## src/rtl/button_gesture_detector_macros.svh

```systemverilog
// assertion helpers shared by the gesture detector modules
`ifndef BUTTON_GESTURE_DETECTOR_MACROS_SVH
`define BUTTON_GESTURE_DETECTOR_MACROS_SVH

// checked on every clock edge outside reset
`define BGD_ASSERT(lbl, prop, msg) \
  lbl: assert property (@(posedge clk) disable iff (rst) prop) else $error(msg);

// checked on every clock edge, reset included
`define BGD_ASSERT_ALWAYS(lbl, prop, msg) \
  lbl: assert property (@(posedge clk) prop) else $error(msg);

`endif

```

## src/rtl/bgd_pkg.sv

```systemverilog
`default_nettype none

package bgd_pkg;

  localparam int unsigned TickW  = 16;
  localparam int unsigned DebW   = 3;
  localparam int unsigned ShakeW = 8;
  localparam int unsigned RepW   = 4;
  localparam int unsigned CfgDataW = 16;
  localparam int unsigned CfgIdxW  = 3;

  localparam logic [TickW-1:0] TickMax = '1;
  localparam logic [DebW-1:0]  DebMax  = '1;
  localparam logic [RepW-1:0]  RepMax  = '1;

  // configuration register indexes
  localparam logic [CfgIdxW-1:0] REG_ACTIVE_LEVEL = 3'd0;
  localparam logic [CfgIdxW-1:0] REG_DEBOUNCE     = 3'd1;
  localparam logic [CfgIdxW-1:0] REG_SHAKE_OFF    = 3'd2;
  localparam logic [CfgIdxW-1:0] REG_SHORT        = 3'd3;
  localparam logic [CfgIdxW-1:0] REG_LONG         = 3'd4;
  localparam logic [CfgIdxW-1:0] REG_CLAMP        = 3'd5;

  // configuration reset values
  localparam logic              RstActiveLevel = 1'b0;
  localparam logic [DebW-1:0]   RstDebounce    = 3'd3;
  localparam logic [ShakeW-1:0] RstShakeOff    = 8'd2;
  localparam logic [TickW-1:0]  RstShort       = 16'd60;
  localparam logic [TickW-1:0]  RstLong        = 16'd200;
  localparam logic [TickW-1:0]  RstClamp       = 16'd0;

  typedef enum logic [3:0] {
    EV_NONE       = 4'd0,
    EV_DOWN       = 4'd1,
    EV_UP         = 4'd2,
    EV_SINGLE     = 4'd4,
    EV_DOUBLE     = 4'd5,
    EV_LONG_START = 4'd6,
    EV_LONG_HOLD  = 4'd7,
    EV_CLAMP      = 4'd8
  } event_t;

  typedef enum logic [2:0] {
    ST_IDLE     = 3'd0,
    ST_PRESSED  = 3'd1,
    ST_RELEASED = 3'd2,
    ST_REPEAT   = 3'd3,
    ST_LONG     = 3'd5,
    ST_HELD     = 3'd6
  } state_t;

  typedef struct packed {
    logic              press_level;
    logic [DebW-1:0]   settle_ticks;
    logic [ShakeW-1:0] shake_off_ticks;
    logic [TickW-1:0]  gap_ticks;
    logic [TickW-1:0]  long_ticks;
    logic [TickW-1:0]  clamp_err_ticks;
  } cfg_t;

  typedef struct packed {
    event_t          fired_event;
    logic            repeat_fired;
    event_t          latched_event;
    logic [RepW-1:0] repeat_count;
  } res_t;

endpackage

`default_nettype wire

```

## src/rtl/bgd_core.sv

```systemverilog
`default_nettype none

`include "button_gesture_detector_macros.svh"

module bgd_core
  import bgd_pkg::*;
(
  input  wire logic clk,
  input  wire logic rst,
  input  wire logic step,
  input  wire logic pin_sample,
  input  wire cfg_t cfg,
  output res_t      res
);

  state_t          state, state_next;
  logic [TickW-1:0] tick_count, tick_count_next;
  logic [DebW-1:0]  debounce_count, debounce_count_next;
  logic             stable_level, stable_level_next;
  logic [RepW-1:0]  press_repeats, press_repeats_next;
  event_t           last_event, last_event_next;

  logic [TickW-1:0] tick_inc;
  logic [DebW-1:0]  deb_inc;
  logic             pressed;
  logic             long_on;
  logic [TickW-1:0] shake_ext;
  event_t           fired;
  logic             rep;

  always_ff @(posedge clk) begin
    if (rst) begin
      state          <= ST_IDLE;
      tick_count     <= '0;
      debounce_count <= '0;
      stable_level   <= 1'b0;
      press_repeats  <= '0;
      last_event     <= EV_NONE;
    end else if (step) begin
      state          <= state_next;
      tick_count     <= tick_count_next;
      debounce_count <= debounce_count_next;
      stable_level   <= stable_level_next;
      press_repeats  <= press_repeats_next;
      last_event     <= last_event_next;
    end
  end

  always_comb begin
    tick_inc  = (tick_count != TickMax) ? tick_count + 1'b1 : tick_count;
    deb_inc   = (debounce_count != DebMax) ? debounce_count + 1'b1 : debounce_count;
    shake_ext = {{(TickW-ShakeW){1'b0}}, cfg.shake_off_ticks};
    long_on   = (cfg.long_ticks != '0);

    // debounce: the stable level moves after a run of differing samples
    stable_level_next   = stable_level;
    debounce_count_next = '0;
    if (pin_sample != stable_level) begin
      if (deb_inc >= cfg.settle_ticks) begin
        stable_level_next = pin_sample;
      end else begin
        debounce_count_next = deb_inc;
      end
    end
    pressed = (stable_level_next == cfg.press_level);

    state_next         = state;
    tick_count_next    = tick_inc;
    press_repeats_next = press_repeats;
    last_event_next    = last_event;
    fired              = EV_NONE;
    rep                = 1'b0;

    case (state)
      ST_IDLE: begin
        if (pressed) begin
          if (tick_inc >= shake_ext) begin
            fired              = EV_DOWN;
            tick_count_next    = '0;
            press_repeats_next = {{(RepW-1){1'b0}}, 1'b1};
            state_next         = ST_PRESSED;
          end
        end else begin
          last_event_next = EV_NONE;
          tick_count_next = '0;
        end
      end
      ST_PRESSED: begin
        if (!pressed) begin
          if (tick_inc >= shake_ext) begin
            fired           = EV_UP;
            tick_count_next = '0;
            state_next      = ST_RELEASED;
          end
        end else if (tick_inc > cfg.long_ticks) begin
          if (long_on) fired = EV_LONG_START;
          state_next = ST_LONG;
        end
      end
      ST_RELEASED: begin
        if (pressed) begin
          fired = EV_DOWN;
          rep   = 1'b1;
          if (press_repeats != RepMax) press_repeats_next = press_repeats + 1'b1;
          tick_count_next = '0;
          state_next      = ST_REPEAT;
        end else if (tick_inc > cfg.gap_ticks) begin
          if (press_repeats == RepW'(1)) begin
            fired = EV_SINGLE;
          end else if (press_repeats == RepW'(2)) begin
            fired = EV_DOUBLE;
          end
          state_next = ST_IDLE;
        end
      end
      ST_REPEAT: begin
        if (!pressed) begin
          fired = EV_UP;
          if (tick_inc < cfg.gap_ticks) begin
            tick_count_next = '0;
            state_next      = ST_RELEASED;
          end else begin
            state_next = ST_IDLE;
          end
        end else if (tick_inc > cfg.gap_ticks) begin
          state_next = ST_IDLE;
        end
      end
      ST_LONG: begin
        if (pressed) begin
          if (long_on) fired = EV_LONG_HOLD;
          state_next = ST_HELD;
        end else begin
          fired      = EV_UP;
          state_next = ST_IDLE;
        end
      end
      ST_HELD: begin
        if (pressed) begin
          // stuck button: clamp the counter so the error fires every tick
          if (cfg.clamp_err_ticks != '0 && tick_inc > cfg.clamp_err_ticks) begin
            tick_count_next = cfg.clamp_err_ticks;
            fired           = EV_CLAMP;
          end
        end else begin
          fired      = EV_UP;
          state_next = ST_IDLE;
        end
      end
      default: begin
        state_next = ST_IDLE;
      end
    endcase

    if (fired != EV_NONE) last_event_next = fired;

    res.fired_event   = fired;
    res.repeat_fired  = rep;
    res.latched_event = last_event_next;
    res.repeat_count  = press_repeats_next;
  end

  `BGD_ASSERT(a_repeats_live, (state != ST_IDLE) |-> (press_repeats != '0), "no press counted in an active gesture")
  `BGD_ASSERT(a_repeat_is_down, res.repeat_fired |-> (res.fired_event == EV_DOWN), "repeat without a press down")
  `BGD_ASSERT_ALWAYS(a_reset_idle, rst |=> (state == ST_IDLE && tick_count == '0), "reset left the machine active")

endmodule

`default_nettype wire

```

## src/rtl/button_gesture_detector.sv

```systemverilog
`default_nettype none

`include "button_gesture_detector_macros.svh"

// Debounces a sampled button pin and classifies gestures (press down and up,
// repeat press, single and double click, long press start and hold, stuck
// button clamp). Every sample transfer gives exactly one result transfer. A
// sample is taken in every cycle while the result register is free or being
// emptied, and its result appears in the next cycle; the combinational gesture
// step between the state registers and the result register sets that rate.
// Configuration writes go to the register named by cfg_index and should be
// made while no result is pending.

module button_gesture_detector
  import bgd_pkg::*;
(
  input  wire logic                clk,
  input  wire logic                rst,
  input  wire logic                cfg_write,
  input  wire logic [CfgIdxW-1:0]  cfg_index,
  input  wire logic [CfgDataW-1:0] cfg_data,
  input  wire logic                sample_valid,
  output logic                     sample_stall,
  input  wire logic                pin_sample,
  output logic                     result_valid,
  input  wire logic                result_stall,
  output logic [3:0]               fired_event,
  output logic                     repeat_fired,
  output logic [3:0]               latched_event,
  output logic [RepW-1:0]          repeat_count
);

  cfg_t cfg;
  res_t step_res;
  res_t result;
  logic sample_take;

  assign sample_stall = result_valid & result_stall;
  assign sample_take  = sample_valid & ~sample_stall;

  always_ff @(posedge clk) begin
    if (rst) begin
      cfg.press_level     <= RstActiveLevel;
      cfg.settle_ticks    <= RstDebounce;
      cfg.shake_off_ticks <= RstShakeOff;
      cfg.gap_ticks       <= RstShort;
      cfg.long_ticks      <= RstLong;
      cfg.clamp_err_ticks <= RstClamp;
    end else if (cfg_write) begin
      case (cfg_index)
        REG_ACTIVE_LEVEL: cfg.press_level     <= cfg_data[0];
        REG_DEBOUNCE:     cfg.settle_ticks    <= cfg_data[DebW-1:0];
        REG_SHAKE_OFF:    cfg.shake_off_ticks <= cfg_data[ShakeW-1:0];
        REG_SHORT:        cfg.gap_ticks       <= cfg_data[TickW-1:0];
        REG_LONG:         cfg.long_ticks      <= cfg_data[TickW-1:0];
        REG_CLAMP:        cfg.clamp_err_ticks <= cfg_data[TickW-1:0];
        default: ;
      endcase
    end
  end

  bgd_core u_core (
    .clk        (clk),
    .rst        (rst),
    .step       (sample_take),
    .pin_sample (pin_sample),
    .cfg        (cfg),
    .res        (step_res)
  );

  // result register, refilled on the same edge it is emptied
  always_ff @(posedge clk) begin
    if (rst) begin
      result_valid <= 1'b0;
    end else if (sample_take) begin
      result_valid <= 1'b1;
    end else if (!result_stall) begin
      result_valid <= 1'b0;
    end
  end

  always_ff @(posedge clk) begin
    if (sample_take) result <= step_res;
  end

  assign fired_event   = result.fired_event;
  assign repeat_fired  = result.repeat_fired;
  assign latched_event = result.latched_event;
  assign repeat_count  = result.repeat_count;

  `BGD_ASSERT(a_take_gives_result, sample_take |=> result_valid, "sample transfer gave no result")
  `BGD_ASSERT(a_latch_follows_fire, (result_valid && fired_event != EV_NONE) |-> (latched_event == fired_event), "fired event not latched")

endmodule

`default_nettype wire
```

## config.mk

```make
export PLATFORM = sky130hd
export DESIGN_NAME = button_gesture_detector
export DESIGN_NICKNAME = d
export VERILOG_FILES = /design/src/rtl/bgd_pkg.sv /design/src/rtl/bgd_core.sv /design/src/rtl/button_gesture_detector.sv
export VERILOG_INCLUDE_DIRS = /design/src /design/src/rtl
export SDC_FILE = /design/constraint.sdc
export NUM_CORES = 1
export LEC_CHECK = 0
export ABC_AREA = 1
export BUFFER_PORTS_ARGS = -buffer_cell sky130_fd_sc_hd__buf_4
export CAP_MARGIN = 20
export CORE_MARGIN = 2
export CORE_UTILIZATION = 40
export CTS_BUF_LIST = sky130_fd_sc_hd__clkbuf_4 sky130_fd_sc_hd__clkbuf_8 sky130_fd_sc_hd__clkbuf_16
export DETAILED_ROUTE_END_ITERATION = 16
export PLACE_DENSITY_LB_ADDON = 0.15
export SYNTH_ARGS = -nofsm -noshare
export SYNTH_HDL_FRONTEND = slang
export SYNTH_SLANG_ARGS = --single-unit
```

## constraint.sdc

```tcl
create_clock -name clk -period 3.7 [get_ports clk]
set_input_delay 0.74 -clock clk [delete_from_list [all_inputs] [get_ports clk]]
set_output_delay 0.74 -clock clk [all_outputs]
set_load 0.01 [all_outputs]
```

==> results.py <==
metrics = {
    "critical_path": {
        "crit_chain": "ha_2 -> nand3_2 -> nor2_2 -> nand4_1 -> xor2_1 -> nand2_1 -> buf_4 -> ha_1 -> nand2_1 -> inv_1 -> nand3_1 -> nor2_1 -> and3_1 -> nand4_1 -> nand3_1 -> nand3_1 -> nor2_2 -> nand3_1 -> nand3_1 -> nand2_1 -> inv_1",
        "crit_arrival_ps": 3720,
        "max_stage_delay_ps": 340,
        "endpoint_kind": "register",
        "cp.required_ps": 4010,
        "worstSetupStartpoint": "u_core.tick_count[0]",
        "critPathMaxFanout": 3,
        "slowest_stage": "dfxtp_1",
        "cpMostUsedCell": "nand3_1",
        "path_class": "reg -> reg",
        "startpoint_type": "register",
        "r2r_start": "u_core.tick_count[0]",
    },
    "clock_network": {
        "clock_path_buffers": 2,
        "cts_hold_buffers": 0,
        "cts_made_buffers": 9,
        "root_buffer": "clkbuf_16",
        "clk_latency_ps": 360,
        "clk_pin_slew_ps": 70,
        "cts_tree": "yes",
        "cts_sinks": 105,
        "htree_levels": 3,
    },
    "cells_and_area": {
        "final_common_cell": "nand2_1",
        "drive_gt1_share_pct": 15.2,
        "layout_common_cells": "154 x nand2_1, 151 x inv_1, 93 x o21ai_0, 92 x a21oi_1, 91 x dfxtp_1",
        "fin_cells": 1225,
        "nNetsFinal": 1081,
        "diodes": 0,
        "syn2layout_area_growth_pct": 16.9,
        "final_cell_area_mm2": 0.00778,
        "final_core_util_pct": 47.4,
    },
    "yosys": {
        "seq_area_frac_synth_pct": 33.5,
        "ys_warn_count": 0,
        "yosysTopAreaCell": "dfxtp_1",
        "synth_cells": 941,
        "synth.area.top_cells": "dfxtp_1 28%, ha_1 11%, nand2_1 8.9%",
        "avgSynthCellArea_um2": 7.08,
        "synth_nets": 1022,
        "synth.top_cell.area_share_pct": 27.7,
        "synth-seq-cells": 105,
        "async_reset_ff_share_pct": 0,
        "synth_ff_type": "dfxtp_1",
        "synth_edf_count": 13,
        "netlist_area_mm2": 0.00666,
        "synthDistinctLibCells": 47,
    },
    "routing": {
        "initialDrtViolationCount": 462,
        "drcViolationCount": 0,
        "post_drt_wl_per_cell_um": 15.1,
        "firstDrtPassIters": 5,
        "ant_nets": 0,
        "via_count": 6211,
        "routed_wl_um": 18500,
        "vias_per_cell": 5.07,
    },
    "power": {
        "power.internal_uw": 2140,
        "p_sw_uw": 1050,
        "vdd_drop_max_uv": 211,
        "p_clk_share_pct": 32.0,
        "p_per_area_mw_per_mm2": 410,
        "p_leak_uw": 0.00364,
        "combPwrFrac_pct": 28.0,
        "p_sw_share_pct": 32.8,
        "pwr-share-seq_pct": 40.0,
    },
    "timing": {
        "setup_viol": 0,
        "finalMaxSlewViolations": 0,
        "finalHoldViolCount": 0,
        "fin_hold_ws_ps": 463,
        "tightest_slew_ps": 973,
        "final.min_clock_period_ps": 3420,
        "maxSlewHeadroom_pct": 35.1,
        "post-route-period-util_pct": 92.4,
        "worst_slack_ps": 283,
        "skew_ps": 8.92,
        "max_clock_freq_mhz": 293,
    },
    "placed_design": {
        "pre_cts_slack_ps": 95.9,
        "numPortBuffers": 39,
        "dpl.cell_count": 1203,
        "dp_hpwl_um": 14300,
        "post_dp_cell_area_mm2": 0.00738,
        "place_congestion": 0.926,
    },
    "floorplan": {
        "rows": 47,
        "design.portCount": 40,
        "start_util_pct": 40.6,
        "chipHeight_um": 133,
        "core_mm2": 0.0164,
        "die_width_um": 133,
        "dieArea_mm2": 0.0177,
    },
    "global_route": {
        "grt_pass1_vias": 5655,
        "grt.overflow.total": 0,
        "grt_usage_pct": 21.5,
        "grt_max_degree": 35,
        "antenna_found_initial": 0,
        "grt_pass1_wl_um": 30000,
    },
    "worst_hold_path": {
        "hold_start": "cfg[51]",
        "hold_path.class": "reg -> reg",
    },
    "run_status": {
        "status": "finished clean",
    },
    "job": {
        "cap_violations": 0,
    },
}
-- power by group through the flow --
stage,Combinational (uW),Sequential [uW],Clock [uW]
floorplan,547,1300,0
global placement,860,1300,0
detailed placement,861,1300,0
CTS,866,1280,1050
global route,995,1280,1080
finish,892,1280,1020
-- metrics by stage --
step	total power (uW)	setup TNS (ps)
global route	3360	-224
floorplan	1850	0
detailed placement	2160	0
finish	3190	0
global placement	2160	0
CTS	3190	0
-- state kept, by name (all words and copies together) (netlist names), 3 cells and up --
name,flops
u_core.press_repeats,4
u_core.tick_count,16
fired_event,4
u_core.last_event,4
latched_event,4
u_core.debounce_count,3
u_core.state,3
cfg,60
repeat_count,4
-- kinds of logic (layout without fill, tap and decap cells) --
kind of cell | after synthesis | after routing | synth area share, %
and+or+nand+nor | 358 | 358 | 24.7
adders and majority gates | 56 | 56 | 10.5
AOI/OAI and AO/OA | 230 | 230 | 19.3
DFF | 105 | 105 | 33.5
buffers and inverters | 181 | 245 | 10.5
xor gates and xnor gates | 10 | 10 | 1.32
muxes | 1 | 1 | 0.169
-- timing repair --
item                                    in CTS  in global routing
gates resized for setup                      0                 15
endpoints found under the setup margin       0                 30
setup buffers                                0                  6
-- cell usage after synthesis, types with 2 or more instances --
cell type  number
a211oi_1        6
a21oi_1        92
a21oi_2        11
buf_6           2
clkbuf_1       23
dfxtp_1        92
edfxtp_1       13
ha_1           56
inv_1         152
nand2_1       157
nand2_2         9
nand2_4         2
nand3_1        52
nand3_2         6
nand3b_1        2
nand4_1        21
nor2_1         88
nor2_2          4
nor2_4          3
nor3_1          4
nor3_2          3
nor4_1          2
o211ai_1        9
o21a_1          2
o21ai_0        94
o21ai_1         2
o21ai_2         3
o21bai_1        2
o22ai_1         3
xnor2_1         3
xor2_1          7
-- critical path, delay by kind of cell, from the launching register on --
kind	cells	cell delay, ps
xor gates and xnor gates	1	190
adders and majority gates	2	480
DFF	1	340
buffers and inverters	3	260
and+or+nand+nor	15	2080
-- layer usage --
metal  vias to the layer above  track usage [%]  part of all wire [%]
li1                       3230                -                     -
met1                      2822             30.9                    50
met2                       140             33.6                    45
met3                        19             3.07                   3.8
met4                         0             5.97                   1.5
met5                         -                0                     0
-- layout make-up --
class                           count  area [um^2]
Fill cell                        1678         8620
Timing Repair Buffer               75          601
Inverter                          154          584
Tap cell                          220          275
Clock buffer                       12          260
Clock inverter                      4         50.0
Multi-Input combinational cell    655         3780
Sequential cell                   105         2230
-- worst paths after layout --
kind / endpoint / slack, ps / cells past startpoint
max reg2reg: u_core.last_event[0] / 280 / 21
max: u_core.last_event[0] / 280 / 21
min reg2reg: cfg[51] / 460 / 2
min: cfg[51] / 460 / 2
(Power assumes the default switching activity.)
